$ cat src/rtl/hts_pkg.sv
package hts_pkg;

    // Field widths
    localparam int POS_W   = 24;
    localparam int TIME_W  = 16;
    localparam int SPEED_W = 16;

    // Datapath: Q11.12 difference scaled by 2^GUARD plus CORDIC growth
    localparam int GUARD = 8;
    localparam int CW    = 36;

    // Product and step-length widths
    localparam int PROD_W = SPEED_W + TIME_W;
    localparam int LEN_W  = PROD_W + 1 - 12;
    localparam int GAIN_W = 16;
    localparam int SCL_W  = LEN_W + GAIN_W;

    // CORDIC gain 0.6072529 in Q0.16
    localparam logic [GAIN_W-1:0] KGAIN = 16'd39797;

    localparam logic [SPEED_W-1:0] SPEED_RESET = 16'd256;

    localparam logic signed [POS_W-1:0] POS_MAX = 24'sh7FFFFF;
    localparam logic signed [POS_W-1:0] POS_MIN = 24'sh800000;

    // Operation codes carried in tuser
    localparam logic OP_LOAD    = 1'b0;
    localparam logic OP_ADVANCE = 1'b1;

    typedef enum logic [2:0] {
        ST_IDLE,
        ST_PREP,
        ST_VEC,
        ST_ROT,
        ST_FLIP,
        ST_ROUND,
        ST_OUT
    } hts_state_t;

    // Control for the shared micro-rotation unit
    typedef struct packed {
        logic [4:0] shift;
        logic       add_dir;
    } hts_uctl_t;

endpackage

$ cat src/rtl/hts_cordic_unit.sv
module hts_cordic_unit
    import hts_pkg::*;
(
    input  logic signed [CW-1:0] x_in,
    input  logic signed [CW-1:0] y_in,
    input  hts_uctl_t            ctl,
    output logic signed [CW-1:0] x_out,
    output logic signed [CW-1:0] y_out
);

    logic signed [CW-1:0] xs;
    logic signed [CW-1:0] ys;

    // Arithmetic shifts of the pre-iteration values
    assign xs = x_in >>> ctl.shift;
    assign ys = y_in >>> ctl.shift;

    // add_dir: x += y>>i, y -= x>>i; otherwise the opposite turn
    always_comb
    begin
        if (ctl.add_dir)
        begin
            x_out = x_in + ys;
            y_out = y_in - xs;
        end
        else
        begin
            x_out = x_in - ys;
            y_out = y_in + xs;
        end
    end

endmodule

$ cat src/rtl/homing_step_toward_target_core.sv
// Load goes from accept straight to the output state. Advance goes through prep,
// then, unless the target equals the position, the single shared micro-rotation
// unit runs the vectoring pass and then the rotation pass one iteration per cycle,
// then flip, round and output. Throughput: one item at a time; a new item is taken
// once the previous one has reached the output register. Reset (rst_n low, async)
// clears position to zero, speed to 1.0 and all handshake state.
module homing_step_toward_target_core
    import hts_pkg::*;
#(
    parameter int CORDIC_ITERATIONS = 16
)
(
    input  logic        clk,
    input  logic        rst_n,
    // speed, unsigned Q8.8
    input  logic        cfg_valid,
    output logic        cfg_ready,
    input  logic [15:0] cfg_data,
    // tdata: x_value[23:0], y_value[47:24], time_step[63:48]
    input  logic        s_tvalid,
    output logic        s_tready,
    input  logic [63:0] s_tdata,
    // tuser: op[0]
    input  logic [0:0]  s_tuser,
    // tdata: out_x[23:0], out_y[47:24]
    output logic        m_tvalid,
    input  logic        m_tready,
    output logic [47:0] m_tdata
);

    localparam int CNT_W = $clog2(CORDIC_ITERATIONS);
    localparam logic [CNT_W-1:0] CNT_LAST = CNT_W'(CORDIC_ITERATIONS - 1);
    localparam int RND_W = CW - GUARD;
    localparam int SUM_W = RND_W + 1;

    hts_state_t state_reg, state_next;

    logic [SPEED_W-1:0]          speed_reg;
    logic signed [POS_W-1:0]     pos_x_reg, pos_y_reg;
    logic signed [POS_W-1:0]     tgt_x_reg, tgt_y_reg;
    logic [TIME_W-1:0]           dt_reg;
    logic [PROD_W-1:0]           prod_reg;
    logic [LEN_W-1:0]            len_reg;
    logic [SCL_W-GUARD-1:0]      gain_reg;
    logic signed [CW-1:0]        x_reg, y_reg;
    logic [CORDIC_ITERATIONS-1:0] dirs_reg;
    logic [CNT_W-1:0]            cnt_reg;
    logic                        flip_reg;
    logic                        out_valid_reg;
    logic signed [POS_W-1:0]     out_x_reg, out_y_reg;

    logic                        in_acc;
    logic                        iter_last;
    logic                        out_free;
    logic signed [CW-1:0]        dx, dy;
    logic                        zero_vec;
    logic [PROD_W:0]             len_sum;
    logic [SCL_W-1:0]            scaled;
    hts_uctl_t                   uctl;
    logic signed [CW-1:0]        ux, uy;
    logic signed [CW-1:0]        rnd_x, rnd_y;
    logic signed [SUM_W-1:0]     sum_x, sum_y;

    assign cfg_ready = 1'b1;
    assign s_tready  = (state_reg == ST_IDLE);
    assign in_acc    = s_tvalid && s_tready;
    assign iter_last = (cnt_reg == CNT_LAST);
    assign out_free  = !out_valid_reg || m_tready;
    assign m_tvalid  = out_valid_reg;
    assign m_tdata   = {out_y_reg, out_x_reg};

    // Difference vector, extended to datapath width
    assign dx = CW'(tgt_x_reg) - CW'(pos_x_reg);
    assign dy = CW'(tgt_y_reg) - CW'(pos_y_reg);
    assign zero_vec = (dx == '0) && (dy == '0);

    // Step length and gain pre-scale
    assign len_sum = {1'b0, prod_reg} + (PROD_W + 1)'(2048);
    assign scaled  = SCL_W'(len_reg) * SCL_W'(KGAIN);

    // Shared micro-rotation unit; rotation pass inverts the stored direction
    always_comb
    begin
        uctl.shift   = 5'(cnt_reg);
        uctl.add_dir = (state_reg == ST_VEC) ? !y_reg[CW-1] : !dirs_reg[cnt_reg];
    end

    hts_cordic_unit u_unit
    (
        .x_in  (x_reg),
        .y_in  (y_reg),
        .ctl   (uctl),
        .x_out (ux),
        .y_out (uy)
    );

    // Round the guard bits away and add to the position
    assign rnd_x = (x_reg + CW'(1 << (GUARD - 1))) >>> GUARD;
    assign rnd_y = (y_reg + CW'(1 << (GUARD - 1))) >>> GUARD;
    assign sum_x = SUM_W'(pos_x_reg) + SUM_W'($signed(rnd_x[RND_W-1:0]));
    assign sum_y = SUM_W'(pos_y_reg) + SUM_W'($signed(rnd_y[RND_W-1:0]));

    function automatic logic signed [POS_W-1:0] sat_pos(input logic signed [SUM_W-1:0] v);
        if (v > SUM_W'(POS_MAX))
            sat_pos = POS_MAX;
        else if (v < SUM_W'(POS_MIN))
            sat_pos = POS_MIN;
        else
            sat_pos = v[POS_W-1:0];
    endfunction

    // Sequencer next state
    always_comb
    begin
        state_next = state_reg;
        case (state_reg)
            ST_IDLE:
                if (in_acc)
                    state_next = (s_tuser[0] == OP_LOAD) ? ST_OUT : ST_PREP;
            ST_PREP:
                state_next = zero_vec ? ST_OUT : ST_VEC;
            ST_VEC:
                if (iter_last)
                    state_next = ST_ROT;
            ST_ROT:
                if (iter_last)
                    state_next = ST_FLIP;
            ST_FLIP:
                state_next = ST_ROUND;
            ST_ROUND:
                state_next = ST_OUT;
            ST_OUT:
                if (out_free)
                    state_next = ST_IDLE;
            default:
                state_next = ST_IDLE;
        endcase
    end

    // Control state
    always_ff @(posedge clk or negedge rst_n)
    begin
        if (!rst_n)
        begin
            state_reg     <= ST_IDLE;
            speed_reg     <= SPEED_RESET;
            pos_x_reg     <= '0;
            pos_y_reg     <= '0;
            out_valid_reg <= 1'b0;
            cnt_reg       <= '0;
        end
        else
        begin
            state_reg <= state_next;
            if (cfg_valid && cfg_ready)
                speed_reg <= cfg_data;
            // Position update
            if (in_acc && s_tuser[0] == OP_LOAD)
            begin
                pos_x_reg <= s_tdata[23:0];
                pos_y_reg <= s_tdata[47:24];
            end
            else if (state_reg == ST_ROUND)
            begin
                pos_x_reg <= sat_pos(sum_x);
                pos_y_reg <= sat_pos(sum_y);
            end
            // Iteration counter
            if (state_reg == ST_VEC || state_reg == ST_ROT)
                cnt_reg <= iter_last ? '0 : cnt_reg + 1'b1;
            else
                cnt_reg <= '0;
            // Output register
            if (state_reg == ST_OUT && out_free)
                out_valid_reg <= 1'b1;
            else if (m_tready)
                out_valid_reg <= 1'b0;
        end
    end

    // Datapath
    always_ff @(posedge clk)
    begin
        if (in_acc)
        begin
            tgt_x_reg <= s_tdata[23:0];
            tgt_y_reg <= s_tdata[47:24];
            dt_reg    <= s_tdata[63:48];
        end
        case (state_reg)
            ST_PREP:
            begin
                prod_reg <= PROD_W'(speed_reg) * PROD_W'(dt_reg);
                flip_reg <= dx[CW-1];
                x_reg    <= (dx[CW-1] ? -dx : dx) <<< GUARD;
                y_reg    <= (dx[CW-1] ? -dy : dy) <<< GUARD;
            end
            ST_VEC:
            begin
                dirs_reg[cnt_reg] <= !y_reg[CW-1];
                if (cnt_reg == '0)
                    len_reg <= len_sum[PROD_W:12];
                if (cnt_reg == CNT_W'(1))
                    gain_reg <= scaled[SCL_W-1:GUARD];
                if (iter_last)
                begin
                    x_reg <= CW'(gain_reg);
                    y_reg <= '0;
                end
                else
                begin
                    x_reg <= ux;
                    y_reg <= uy;
                end
            end
            ST_ROT:
            begin
                x_reg <= ux;
                y_reg <= uy;
            end
            ST_FLIP:
                if (flip_reg)
                begin
                    x_reg <= -x_reg;
                    y_reg <= -y_reg;
                end
            ST_OUT:
                if (out_free)
                begin
                    out_x_reg <= pos_x_reg;
                    out_y_reg <= pos_y_reg;
                end
            default:
            begin
            end
        endcase
    end

    // Block takes no new item right after accepting one
    assert property (@(posedge clk) disable iff (!rst_n) in_acc |=> !s_tready)
        else $error("input taken while busy");

    // Coincident target leaves the position untouched
    assert property (@(posedge clk) disable iff (!rst_n)
        (state_reg == ST_PREP && zero_vec) |=> (state_reg == ST_OUT
            && $stable(pos_x_reg) && $stable(pos_y_reg)))
        else $error("zero vector moved position");

    // Counter starts the vectoring pass at zero
    assert property (@(posedge clk) disable iff (!rst_n)
        (state_reg == ST_PREP && !zero_vec) |=> (cnt_reg == '0))
        else $error("pass started mid-count");

endmodule

$ cat config.mk
export PLATFORM = sky130hd
export DESIGN_NAME = homing_step_toward_target_core
export DESIGN_NICKNAME = d
export VERILOG_FILES = /design/src/rtl/hts_pkg.sv /design/src/rtl/hts_cordic_unit.sv /design/src/rtl/homing_step_toward_target_core.sv
export SDC_FILE = /design/constraint.sdc
export NUM_CORES = 2
export LEC_CHECK = 0
export BUFFER_PORTS_ARGS = -buffer_cell sky130_fd_sc_hd__buf_2
export CORE_MARGIN = 5
export CORE_UTILIZATION = 39
export DETAILED_ROUTE_END_ITERATION = 8
export SYNTH_ARGS = -nofsm -noshare
export SYNTH_HDL_FRONTEND = slang
export SYNTH_SLANG_ARGS = --single-unit
$ cat constraint.sdc
create_clock -name clk -period 7.9 [get_ports clk]
set_clock_uncertainty 0.15 [all_clocks]
set_input_delay 1.58 -clock clk [delete_from_list [all_inputs] [get_ports clk]]
set_output_delay 1.58 -clock clk [all_outputs]
set_load 0.01 [all_outputs]
==> impl_metrics.json <==
{
  "status": "complete, but fails checks",
  "violations": "design-rule violations",
  "ant_nets": 0,
  "firstDrtPassIters": 9,
  "synth_enable_flop_cells": 272,
  "syn-cell-area_um2": 44500,
  "core_area_um2": 113000,
  "cts_inserted_buffers": 42,
  "routedWlPerCell_um": 19.4,
  "routabilityCongestion": 0.927,
  "hold_path.class": "reg -> reg",
  "period_share": 0.934,
  "first_iter_violations": 2222,
  "fmaxAchievable_mhz": 136,
  "post_dp_cell_area_um2": 46700,
  "slew_violations": 0,
  "vias_per_cell": 5.56,
  "critPathLaunchType": "flip-flop",
  "cts_resized": 0,
  "period_needed_ns": 7.38,
  "areaGrowthSynthToFinish_pct": 7.91,
  "hold_viol": 0,
  "synth_cell_types": 99,
  "die-width_um": 348,
  "cts_tree": "done",
  "fill_cells": 11100,
  "numPortBuffers": 135,
  "cts_setup_buffers": 0,
  "crit_type": "reg -> reg",
  "crit_fanout": 6,
  "io_pins": 137,
  "cts_hold_buf": 0,
  "grt_pass1_wl_um": 196000,
  "syn_inst": 4848,
  "grt_setup_unrepaired": "false",
  "ys_seq_area_frac": 0.224,
  "final_common_cell": "inv_1",
  "antenna_found_initial": 2,
  "cts_root_buf": "clkbuf_16",
  "avgSynthCellArea_um2": 9.17,
  "relSlewSlack": 0.283,
  "start_util": 0.394,
  "ctsLongestPathBuffers": 3,
  "worst_ep_arrival_time_ns": 7.55,
  "htreeDepth": 2,
  "worst_hold_slack_ns": 0.318,
  "grt_pass1_vias": 35700,
  "final_area_um2": 48000,
  "syn_nets": 5707,
  "drc_errors": 5,
  "overflow": 0,
  "ys.warnings.count": 0,
  "ys_ff_latch": 344,
  "synth-main-ff-cell": "edfxtp_1",
  "dp_hpwl_um": 98400,
  "path_clk_slew_ns": 0.06,
  "die_area_um2": 121000,
  "setup_violations": 0,
  "drive_above_1_share": 0.0853,
  "worst_slew_pin_slew_ns": 1.08,
  "clock_sinks": 344,
  "end_kind": "flip-flop",
  "tns_ns": 0,
  "via_count": 35600,
  "cp.required_ns": 8.07,
  "die_y_um": 348,
  "async_flop_share": 0.209,
  "track_usage": 0.200,
  "mostFrequentLayoutCells": "inv_1, nand2_1, ha_1, fa_1",
  "clock_latency_ns": 0.59,
  "grt_max_degree": 65,
  "nNetsFinal": 5729,
  "rows": 123,
  "wirelength_um": 124000,
  "maxCapViolations": 0
}
logic make-up after synthesis:
group                    count (synthesis)  synth area share
flip-flops                             344             0.224
AND/OR/NAND/NOR                       1355             0.148
buffers and inverters                  800            0.0690
adder cells (fa/ha/maj)                773             0.275
AO/OA/AOI/OAI                         1005             0.146
XOR/XNOR                               414            0.0815
multiplexers                           156            0.0555
other                                    1         0.0000843
critical path, cell delays in order (launching register included):
cell and delay (ns):
edfxtp_1 0.55, inv_1 0.19, fa_1 0.56, fa_1 0.44, fa_1 0.51, inv_1 0.04, fa_1 0.47, fa_1 0.55
inv_1 0.06, fa_1 0.53, inv_1 0.04, ha_1 0.33, o21ai_0 0.10, nand2b_1 0.08, a21oi_1 0.08, or4b_2 0.71
o21ai_0 0.41, a211oi_1 0.22, o21a_1 0.29, o2111a_1 0.28, nor3_1 0.28, a21oi_1 0.13, xnor2_1 0.13
cells in the mapped netlist, drive strengths merged, types with 35 or more instances:
cell type  number  share of area
nor3           94          0.011
nor2          276          0.023
and2          154          0.022
xor2          154          0.030
nand2         434          0.037
ha            432           0.12
dfrtp          71          0.040
and3           48         0.0068
mux2           46          0.012
fa            341           0.15
o22ai          63         0.0089
o21a           47         0.0079
nand2b         50         0.0070
inv           586          0.049
xnor2         260          0.051
mux4           68          0.034
a21oi         271          0.031
clkbuf        177          0.015
o21ai         218          0.025
a21o           87          0.015
nor2b          37         0.0053
mux2i          42         0.0095
nand3         107          0.012
edfxtp        272           0.18
buf            35         0.0044
path summary, 6_finish.rpt:
path | cells after the start | from | slack [ns] | to
max in group asynchronous | 2 | rst_n | 5.67 | speed_reg[15]
worst max register to register | 22 | len_reg[8] | 0.52 | gain_reg[28]
worst min register to register | 0 | pos_x_reg[17] | 0.32 | out_x_reg[17]
min in group asynchronous | 1 | rst_n | 0.75 | pos_y_reg[7]
worst max-delay path | 22 | len_reg[8] | 0.52 | gain_reg[28]
worst min-delay path | 0 | pos_x_reg[17] | 0.32 | out_x_reg[17]
per-stage QoR:
step	cells	setup WS (ns)	util
floorplan	4848	1.07	-
global placement	6326	0.641	0.414
detailed placement	6326	0.519	0.414
CTS	6403	0.499	0.425
global route	6403	0.161	0.425
finish	6404	0.524	0.425
layout make-up:
| cell class | instances | area [µm²] | share of cell area |
|---|---|---|---|
| tap | 1500 | 1880 | 0.0391 |
| clock buffer | 52 | 1120 | 0.0233 |
| inverter | 588 | 2210 | 0.0460 |
| timing repair buffer | 190 | 1100 | 0.0230 |
| multi-input combinational | 3704 | 31500 | 0.657 |
| clock inverter | 25 | 190 | 0.00396 |
| sequential | 344 | 9980 | 0.208 |
| antenna | 1 | 2.50 | 0.0000521 |
layer usage:
metal / wire length (µm) / track usage / share of wire / vias to the layer above
li1: - / - / - / 16900
met1: 51600 / 0.251 / 0.42 / 17400
met2: 61600 / 0.357 / 0.50 / 964
met3: 5690 / 0.0210 / 0.046 / 251
met4: 5320 / 0.0763 / 0.043 / 2
met5: 11 / 0 / 0.000089 / -
Power is not shown: default switching activity piles up to over one toggle a cycle in this logic, so the estimate is an artifact.
